==> src/hw/rtl/tdp_pkg.sv <==
`timescale 1ns / 1ps
// Shared types for the trial division prime tester.
// Holds the controller state encoding and the command and status structs.
// No dependencies.
package tdp_pkg;

    typedef enum logic [1:0] {
        ST_IDLE,
        ST_CHECK,
        ST_DIVIDE,
        ST_DONE
    } t_state;

    typedef struct packed {
        logic load;
        logic div_start;
        logic next_divisor;
        logic write_result;
        logic result_prime;
    } t_dp_cmd;

    typedef struct packed {
        logic value_lt2;
        logic square_gt_value;
        logic div_done;
        logic rem_zero;
    } t_dp_stat;

endpackage

==> src/hw/rtl/tdp_in_if.sv <==
`timescale 1ns / 1ps
// Request channel carrying one candidate value.
// No dependencies.
interface tdp_in_if #(
    parameter int VALUE_WIDTH = 16
) ();
    logic                   valid;
    logic                   ready;
    logic [VALUE_WIDTH-1:0] candidate;

    modport source (output valid, output candidate, input ready);
    modport sink (input valid, input candidate, output ready);
endinterface

==> src/hw/rtl/tdp_out_if.sv <==
`timescale 1ns / 1ps
// Result channel carrying the echoed value and the prime flag.
// No dependencies.
interface tdp_out_if #(
    parameter int VALUE_WIDTH = 16
) ();
    logic                   valid;
    logic                   ready;
    logic [VALUE_WIDTH-1:0] tested_value;
    logic                   is_prime;

    modport source (output valid, output tested_value, output is_prime, input ready);
    modport sink (input valid, input tested_value, input is_prime, output ready);
endinterface

==> src/hw/rtl/tdp_rem.sv <==
`timescale 1ns / 1ps
// Bit-serial restoring remainder unit, one dividend bit per cycle.
// Uses no package.
module tdp_rem #(
    parameter int VALUE_WIDTH = 16,
    parameter int DIV_WIDTH   = 9
) (
    input  logic                   i_clk,
    input  logic                   i_rst_n,
    input  logic                   i_start,
    input  logic [VALUE_WIDTH-1:0] i_dividend,
    input  logic [DIV_WIDTH-1:0]   i_divisor,
    output logic                   o_done,
    output logic                   o_rem_zero
);
    localparam int CW = (VALUE_WIDTH > 1) ? $clog2(VALUE_WIDTH) : 1;

    logic                   r_busy;
    logic                   r_done;
    logic [CW-1:0]          r_count;
    logic [VALUE_WIDTH-1:0] r_dividend;
    logic [DIV_WIDTH-1:0]   r_rem;
    logic [DIV_WIDTH-1:0]   r_divisor;
    logic [DIV_WIDTH:0]     trial;
    logic [DIV_WIDTH-1:0]   diff;
    logic [DIV_WIDTH-1:0]   n_rem;

    always_comb begin
        trial = {r_rem, r_dividend[VALUE_WIDTH-1]};
        diff  = trial[DIV_WIDTH-1:0] - r_divisor;
        if (trial >= {1'b0, r_divisor}) begin
            n_rem = diff;
        end else begin
            n_rem = trial[DIV_WIDTH-1:0];
        end
    end

    always_ff @(posedge i_clk) begin
        if (!i_rst_n) begin
            r_busy <= 1'b0;
            r_done <= 1'b0;
        end else begin
            r_done <= 1'b0;
            if (i_start) begin
                r_busy <= 1'b1;
            end else if (r_busy && (r_count == '0)) begin
                r_busy <= 1'b0;
                r_done <= 1'b1;
            end
        end
    end

    always_ff @(posedge i_clk) begin
        if (i_start) begin
            r_count    <= CW'(VALUE_WIDTH - 1);
            r_dividend <= i_dividend;
            r_divisor  <= i_divisor;
            r_rem      <= '0;
        end else if (r_busy) begin
            r_count    <= r_count - CW'(1);
            r_dividend <= r_dividend << 1;
            r_rem      <= n_rem;
        end
    end

    assign o_done     = r_done;
    assign o_rem_zero = (r_rem == '0);

    a_no_restart: assert property (@(posedge i_clk) disable iff (!i_rst_n)
        i_start |-> !r_busy)
        else $error("Remainder unit restarted while busy.");

    a_done_after_busy: assert property (@(posedge i_clk) disable iff (!i_rst_n)
        r_done |-> !r_busy && $past(r_busy))
        else $error("Remainder done without a running division.");
endmodule

==> src/hw/rtl/tdp_datapath.sv <==
`timescale 1ns / 1ps
// Datapath: candidate, trial divisor, running square and result flag.
// Depends on tdp_pkg and tdp_rem.
module tdp_datapath
    import tdp_pkg::*;
#(
    parameter int VALUE_WIDTH = 16
) (
    input  logic                   i_clk,
    input  logic                   i_rst_n,
    input  t_dp_cmd                i_cmd,
    input  logic [VALUE_WIDTH-1:0] i_candidate,
    output t_dp_stat               o_stat,
    output logic [VALUE_WIDTH-1:0] o_tested_value,
    output logic                   o_is_prime
);
    localparam int DW = (VALUE_WIDTH + 1) / 2 + 1;
    localparam int SW = VALUE_WIDTH + 2;

    logic [VALUE_WIDTH-1:0] r_value;
    logic [DW-1:0]          r_divisor;
    logic [SW-1:0]          r_square;
    logic                   r_is_prime;
    logic                   rem_done;
    logic                   rem_zero;

    always_ff @(posedge i_clk) begin
        if (!i_rst_n) begin
            r_divisor <= DW'(2);
            r_square  <= SW'(4);
        end else if (i_cmd.load) begin
            r_divisor <= DW'(2);
            r_square  <= SW'(4);
        end else if (i_cmd.next_divisor) begin
            r_divisor <= r_divisor + DW'(1);
            r_square  <= r_square + SW'({r_divisor, 1'b0}) + SW'(1);
        end
    end

    always_ff @(posedge i_clk) begin
        if (i_cmd.load) begin
            r_value <= i_candidate;
        end
        if (i_cmd.write_result) begin
            r_is_prime <= i_cmd.result_prime;
        end
    end

    tdp_rem #(
        .VALUE_WIDTH (VALUE_WIDTH),
        .DIV_WIDTH   (DW)
    ) u_rem (
        .i_clk      (i_clk),
        .i_rst_n    (i_rst_n),
        .i_start    (i_cmd.div_start),
        .i_dividend (r_value),
        .i_divisor  (r_divisor),
        .o_done     (rem_done),
        .o_rem_zero (rem_zero)
    );

    always_comb begin
        o_stat.value_lt2       = (r_value < VALUE_WIDTH'(2));
        o_stat.square_gt_value = (r_square > SW'(r_value));
        o_stat.div_done        = rem_done;
        o_stat.rem_zero        = rem_zero;
    end

    assign o_tested_value = r_value;
    assign o_is_prime     = r_is_prime;

    a_square_tracks: assert property (@(posedge i_clk) disable iff (!i_rst_n)
        r_square == (SW'(r_divisor) * SW'(r_divisor)))
        else $error("Running square lost track of the divisor.");
endmodule

==> src/hw/rtl/tdp_ctrl.sv <==
`timescale 1ns / 1ps
// Controller state machine sequencing the divisor loop and the handshakes.
// Depends on tdp_pkg.
module tdp_ctrl
    import tdp_pkg::*;
(
    input  logic     i_clk,
    input  logic     i_rst_n,
    input  logic     i_in_valid,
    input  logic     i_out_ready,
    input  t_dp_stat i_stat,
    output logic     o_in_ready,
    output logic     o_out_valid,
    output t_dp_cmd  o_cmd
);
    t_state r_state;
    t_state n_state;

    always_ff @(posedge i_clk) begin
        if (!i_rst_n) begin
            r_state <= ST_IDLE;
        end else begin
            r_state <= n_state;
        end
    end

    always_comb begin
        n_state = r_state;
        unique case (r_state)
            ST_IDLE: begin
                if (i_in_valid) begin
                    n_state = ST_CHECK;
                end
            end
            ST_CHECK: begin
                if (i_stat.value_lt2 || i_stat.square_gt_value) begin
                    n_state = ST_DONE;
                end else begin
                    n_state = ST_DIVIDE;
                end
            end
            ST_DIVIDE: begin
                if (i_stat.div_done) begin
                    n_state = i_stat.rem_zero ? ST_DONE : ST_CHECK;
                end
            end
            ST_DONE: begin
                if (i_out_ready) begin
                    n_state = ST_IDLE;
                end
            end
            default: n_state = ST_IDLE;
        endcase
    end

    always_comb begin
        o_in_ready  = 1'b0;
        o_out_valid = 1'b0;
        o_cmd       = '0;
        unique case (r_state)
            ST_IDLE: begin
                o_in_ready = i_rst_n;
                o_cmd.load = i_in_valid && i_rst_n;
            end
            ST_CHECK: begin
                if (i_stat.value_lt2) begin
                    o_cmd.write_result = 1'b1;
                    o_cmd.result_prime = 1'b0;
                end else if (i_stat.square_gt_value) begin
                    o_cmd.write_result = 1'b1;
                    o_cmd.result_prime = 1'b1;
                end else begin
                    o_cmd.div_start = 1'b1;
                end
            end
            ST_DIVIDE: begin
                if (i_stat.div_done) begin
                    if (i_stat.rem_zero) begin
                        o_cmd.write_result = 1'b1;
                        o_cmd.result_prime = 1'b0;
                    end else begin
                        o_cmd.next_divisor = 1'b1;
                    end
                end
            end
            ST_DONE: begin
                o_out_valid = 1'b1;
            end
            default: begin
                o_in_ready = 1'b0;
            end
        endcase
    end

    a_done_entry: assert property (@(posedge i_clk) disable iff (!i_rst_n)
        (r_state == ST_DONE) |-> ($past(r_state) == ST_DONE || $past(o_cmd.write_result)))
        else $error("Result presented without a recorded verdict.");

    a_one_side: assert property (@(posedge i_clk) disable iff (!i_rst_n)
        !(o_in_ready && o_out_valid))
        else $error("Request taken while a result is pending.");

    a_load_to_check: assert property (@(posedge i_clk) disable iff (!i_rst_n)
        o_cmd.load |=> (r_state == ST_CHECK))
        else $error("Loaded request did not start the divisor loop.");
endmodule

==> src/hw/rtl/trial_division_prime_test_top.sv <==
`timescale 1ns / 1ps
// Top level of the trial division prime tester.
// Depends on tdp_pkg, tdp_in_if, tdp_out_if, tdp_ctrl and tdp_datapath.
//
//   Port     Dir   Modport  Payload
//   i_cand   in    sink     candidate[VALUE_WIDTH-1:0]
//   o_res    out   source   tested_value[VALUE_WIDTH-1:0], is_prime
//
// One request is handled at a time. Each trial divisor runs a full division in the
// bit-serial remainder unit; a prime candidate n is divided by every divisor from 2
// through floor(sqrt(n)) before the result is offered at the output, while a
// composite candidate stops at its smallest factor.
// Reset is synchronous and active low and returns the controller to idle.
// A stalled result holds the output and keeps the next request waiting.
module trial_division_prime_test_top
    import tdp_pkg::*;
#(
    parameter int VALUE_WIDTH = 16
) (
    input  logic     i_clk,
    input  logic     i_rst_n,
    tdp_in_if.sink   i_cand,
    tdp_out_if.source o_res
);
    t_dp_cmd  cmd;
    t_dp_stat stat;
    logic     in_ready;
    logic     out_valid;

    tdp_ctrl u_ctrl (
        .i_clk       (i_clk),
        .i_rst_n     (i_rst_n),
        .i_in_valid  (i_cand.valid),
        .i_out_ready (o_res.ready),
        .i_stat      (stat),
        .o_in_ready  (in_ready),
        .o_out_valid (out_valid),
        .o_cmd       (cmd)
    );

    tdp_datapath #(
        .VALUE_WIDTH (VALUE_WIDTH)
    ) u_datapath (
        .i_clk          (i_clk),
        .i_rst_n        (i_rst_n),
        .i_cmd          (cmd),
        .i_candidate    (i_cand.candidate),
        .o_stat         (stat),
        .o_tested_value (o_res.tested_value),
        .o_is_prime     (o_res.is_prime)
    );

    assign i_cand.ready = in_ready;
    assign o_res.valid  = out_valid;
endmodule

==> src/flat_wrapper.sv <==
// flat-port wrapper written by rule: the top's interface ports become plain ports
module trial_division_prime_test_top_flat import tdp_pkg::*;
#(
    parameter int VALUE_WIDTH = 16
)
  (i_clk, i_rst_n, i_cand_valid, i_cand_candidate, i_cand_ready, o_res_valid, o_res_tested_value, o_res_is_prime, o_res_ready);
  tdp_in_if #(.VALUE_WIDTH(VALUE_WIDTH)) i_cand_i ();
  tdp_out_if #(.VALUE_WIDTH(VALUE_WIDTH)) o_res_i ();
  input  logic i_clk;
  input  logic i_rst_n;
  input wire logic [$bits(i_cand_i.valid)-1:0] i_cand_valid;
  input wire logic [$bits(i_cand_i.candidate)-1:0] i_cand_candidate;
  output wire logic [$bits(i_cand_i.ready)-1:0] i_cand_ready;
  output wire logic [$bits(o_res_i.valid)-1:0] o_res_valid;
  output wire logic [$bits(o_res_i.tested_value)-1:0] o_res_tested_value;
  output wire logic [$bits(o_res_i.is_prime)-1:0] o_res_is_prime;
  input wire logic [$bits(o_res_i.ready)-1:0] o_res_ready;
  assign i_cand_i.valid = i_cand_valid;
  assign i_cand_i.candidate = i_cand_candidate;
  assign i_cand_ready = i_cand_i.ready;
  assign o_res_valid = o_res_i.valid;
  assign o_res_tested_value = o_res_i.tested_value;
  assign o_res_is_prime = o_res_i.is_prime;
  assign o_res_i.ready = o_res_ready;
  trial_division_prime_test_top #(.VALUE_WIDTH(VALUE_WIDTH)) u_core (.i_clk(i_clk), .i_rst_n(i_rst_n), .i_cand(i_cand_i), .o_res(o_res_i));
endmodule
==> config.mk <==
export PLATFORM = sky130hd
export DESIGN_NAME = trial_division_prime_test_top_flat
export DESIGN_NICKNAME = d
export VERILOG_FILES = /design/src/hw/rtl/tdp_pkg.sv /design/src/hw/rtl/tdp_in_if.sv /design/src/hw/rtl/tdp_out_if.sv /design/src/hw/rtl/tdp_rem.sv /design/src/hw/rtl/tdp_datapath.sv /design/src/hw/rtl/tdp_ctrl.sv /design/src/hw/rtl/trial_division_prime_test_top.sv /design/src/flat_wrapper.sv
export SDC_FILE = /design/constraint.sdc
export NUM_CORES = 1
export LEC_CHECK = 0
export ABC_AREA = 1
export BUFFER_PORTS_ARGS = -buffer_cell sky130_fd_sc_hd__buf_4
export CORE_MARGIN = 5
export CORE_UTILIZATION = 30
export CTS_CLUSTER_DIAMETER = 40
export DETAILED_ROUTE_END_ITERATION = 7
export PLACE_DENSITY = 0.55
export SYNTH_ARGS = -nofsm -noshare
export SYNTH_HDL_FRONTEND = slang
export SYNTH_SLANG_ARGS = --single-unit
==> constraint.sdc <==
create_clock -name i_clk -period 3.3 [get_ports i_clk]
set_input_delay 0.495 -clock i_clk [delete_from_list [all_inputs] [get_ports i_clk]]
set_output_delay 0.495 -clock i_clk [all_outputs]
set_load 0.005 [all_outputs]
==> metrics.yaml <==
cp_num_buf_inv: 3
cts_hold_buf: 0
synth.avg_cell_area_um2: 8.46
ys_ff_latch: 86
cts_tree: "yes"
synth_xor_area_share_pct: 2.12
synth_top_family_by_area: "simple AND/OR/NAND/NOR gates"
cp-end-kind: "flop"
internal_power_mw: 2.52
cts_buffer_depth: 2
synth_fa_ha_area_share_pct: 11.1
final.min_clock_period_ns: 2.69
core_area_um2: 16400
antenna_found_initial: 0
grt.met1_usage_pct: 12.8
numCtsBuffers: 9
whs_ns: 0.316
cap_violations: 0
finalClockSkew_ns: 0.0116
finalSetupTns_ns: 0
crit_slowest_cell: "edfxtp_1"
antenna_cells: 0
power_density_nw_per_um2: 683
synthCells: 587
synth_compound_area_share_pct: 13.5
hold_path.class: "in2reg"
gp_congestion: 0.822
fp-row-count: 47
yosysWarnings: 0
cp_cell_sequence: "inv_1 -> ha_1 -> nand2_1 -> nand2_1 -> nand2_1 -> nand2_1 -> a21oi_1 -> nand3_1 -> a21oi_4 -> inv_4 -> nand2_1 -> buf_4"
drc: 0
yosysTopAreaCell: "edfxtp_1"
netSwitchingPower_mw: 1.42
drive_gt1_share_pct: 16.1
pwr-share-clk_pct: 26.0
cp_top_family: "buffers and inverters"
grt_overflow: 0
fp.dieArea_um2: 19200
grt.busiest_layer: "met2"
areaGrowthSynthToFinish_pct: 16.3
grt_pass1_vias: 3747
drt-total-wl_mm: 10.7
use_met2_pct: 20.5
synthSimpleGateAreaFrac_pct: 20.7
cts_sinks: 86
die_w_um: 139
rsz0062_at_grt: "no"
numPortBuffers: 38
met3_usage_pct: 3.00
crit_required_ns: 3.34
cp_slowest_stage_delay_ns: 0.42
fill_cells: 1677
postCtsSetupRepairBufs: 0
synth_edf_count: 42
yosysSeqAreaShare_pct: 43.1
ant_nets: 0
slew_headroom_pct: 60.6
power_frac_comb_pct: 33.5
p_leak_nw: 2.60
via_count: 3877
synthFlopType: "dfxtp_1"
cts_root_buffer: "clkbuf_16"
clk_latency_ns: 0.35
die_h_um: 139
critPathLaunch: "u_core.u_datapath.o_tested_value[11]"
reg2reg_from: "u_core.u_datapath.o_tested_value[11]"
cp_max_fo: 35
power_frac_seq_pct: 40.5
synthMuxAreaShare_pct: 0
ir_drop_mv: 0.320
criticalPathCategory: "reg2reg"
multi_input_area_um2: 2350
tightest_slew_ns: 0.590
setup_viol: 0
ys_types: 48
placed_cells: 838
synth_top_area_share_pct: 25.4
status: "complete, no violations"
synth.area.top_cells: "edfxtp_1 (25%), dfxtp_1 (18%), nand2_1 (10%)"
fmax_ghz: 0.371
hpwlAfterDp_mm: 8.19
fin_crit_sh_pct: 81.6
ctsHtreeMaxLevel: 3
grt_pass1_wl_mm: 17.8
drt_first_pass_iters: 4
swShare_pct: 36.1
wl_per_cell_um: 12.6
min-delay-start: "i_cand_candidate[0]"
crit_arrival_ns: 2.73
synth_nets: 650
first_iter_violations: 122
stdcell_count: 854
vias_per_cell: 4.54
cpMostUsedCell: "nand2_1"
post-route-util_pct: 35.2
cts.repair.resized: 0
fin_nets: 692
grt_use_total_pct: 11.3
slew_viol_final: 0
grt_max_degree: 36
startpoint_type: "flop"
synth-async-reset-ratio_pct: 0
cts.clk_slew.worst_paths_ns: 0.07
final-seq-area_um2: 2140
synth_area_um2: 4960
hold_viol: 0
start_util_pct: 30.3
ioPinCount: 39
==> layout make-up <==
cell class	instances	share of cell area, %
multi-input combinational	388	40.8
sequential	86	37.1
clock inverter	7	1.28
tap	220	4.77
timing repair buffer	43	5.59
inverter	101	6.61
clock buffer	9	3.90
==> registers in the layout (all words and copies together), names as in the netlist <==
name,flops
u_core.u_datapath.o_is_prime,1
u_core.u_datapath.u_rem.r_busy,1
u_core.u_datapath.u_rem.r_count,4
u_core.u_ctrl.r_state,2
u_core.u_datapath.u_rem.o_done,1
u_core.u_datapath.u_rem.r_rem,9
u_core.u_datapath.u_rem.r_divisor,9
u_core.u_datapath.o_tested_value,16
u_core.u_datapath.r_square,18
u_core.u_datapath.r_divisor,9
u_core.u_datapath.u_rem.r_dividend,16
==> power groups by stage <==
| stage | clock (mW) | sequential [mW] | combinational, mW |
|---|---|---|---|
| floorplan | 0 | 1.56 | 1.12 |
| global placement | 0 | 1.62 | 1.30 |
| detailed placement | 0 | 1.62 | 1.34 |
| CTS | 1.06 | 1.60 | 1.34 |
| global route | 1.10 | 1.62 | 1.51 |
| finish | 1.03 | 1.60 | 1.32 |
==> through the flow <==
stage	setup slack, ns	power (mW)	instance area, um2
6_report	0.607	3.95	5780
5_1_grt	0.298	4.23	5780
4_1_cts	0.571	4.00	5780
3_5_place_dp	0.589	2.96	5480
3_3_place_gp	0.631	2.92	5480
2_1_floorplan	0.778	2.68	4960
==> cell usage in the layout (no fill, tap or decap), types with 3 or more instances in the layout <==
| master | netlist | routed |
|---|---|---|
| nor2_4 | 3 | 3 |
| inv_1 | 96 | 96 |
| nand2_1 | 138 | 138 |
| clkbuf_16 | 0 | 9 |
| nand4_1 | 7 | 7 |
| ha_1 | 41 | 41 |
| a21oi_1 | 34 | 34 |
| o21ai_0 | 18 | 18 |
| inv_2 | 4 | 4 |
| o21bai_1 | 4 | 4 |
| edfxtp_1 | 42 | 42 |
| buf_4 | 0 | 43 |
| clkinvlp_4 | 0 | 3 |
| o21ai_2 | 16 | 16 |
| xor2_1 | 10 | 10 |
| nor2_1 | 29 | 29 |
| nand2_2 | 3 | 3 |
| o21ai_1 | 5 | 5 |
| nand3_1 | 30 | 30 |
| dfxtp_1 | 44 | 44 |
| o211ai_1 | 8 | 8 |
| nor3_1 | 6 | 6 |
| nor2_2 | 4 | 4 |
==> worst paths after layout <==
path	to	slack, ns	depth (start not counted)
worst min register to register	u_core.u_datapath.u_rem.r_count[0]	0.48	2
worst max register to register	u_core.u_datapath.u_rem.r_dividend[10]	0.61	12
worst max-delay path	u_core.u_datapath.u_rem.r_dividend[10]	0.61	12
worst min-delay path	u_core.u_datapath.o_tested_value[0]	0.32	1
==> kinds of logic (layout without fill, tap and decap cells) <==
kind of cell / Yosys count / after routing
AO/OA/AOI/OAI: 102 / 102
adder cells (fa/ha/maj): 43 / 43
flip-flops: 86 / 86
buffers and inverters: 113 / 160
AND/OR/NAND/NOR: 231 / 231
XOR/XNOR: 12 / 12
==> cell usage after synthesis, drive strengths merged (2+ instances only) <==
cell type	count
clkbuf	6
nor2	36
xor2	10
or2	2
o211ai	9
inv	101
nand3	31
o21ai	39
nand2	142
nor4	2
a21boi	3
nor3	8
o21a	2
xnor2	2
ha	41
a31oi	2
edfxtp	42
fa	2
buf	6
dfxtp	44
a21oi	36
nand4	8
o22ai	4
o21bai	4
==> routing by layer <==
layer	wire length, um	vias up
li1	-	2016
met1	4770	1801
met2	5430	48
met3	343	12
met4	180	0
met5	0	-
(Power assumes the default switching activity.)
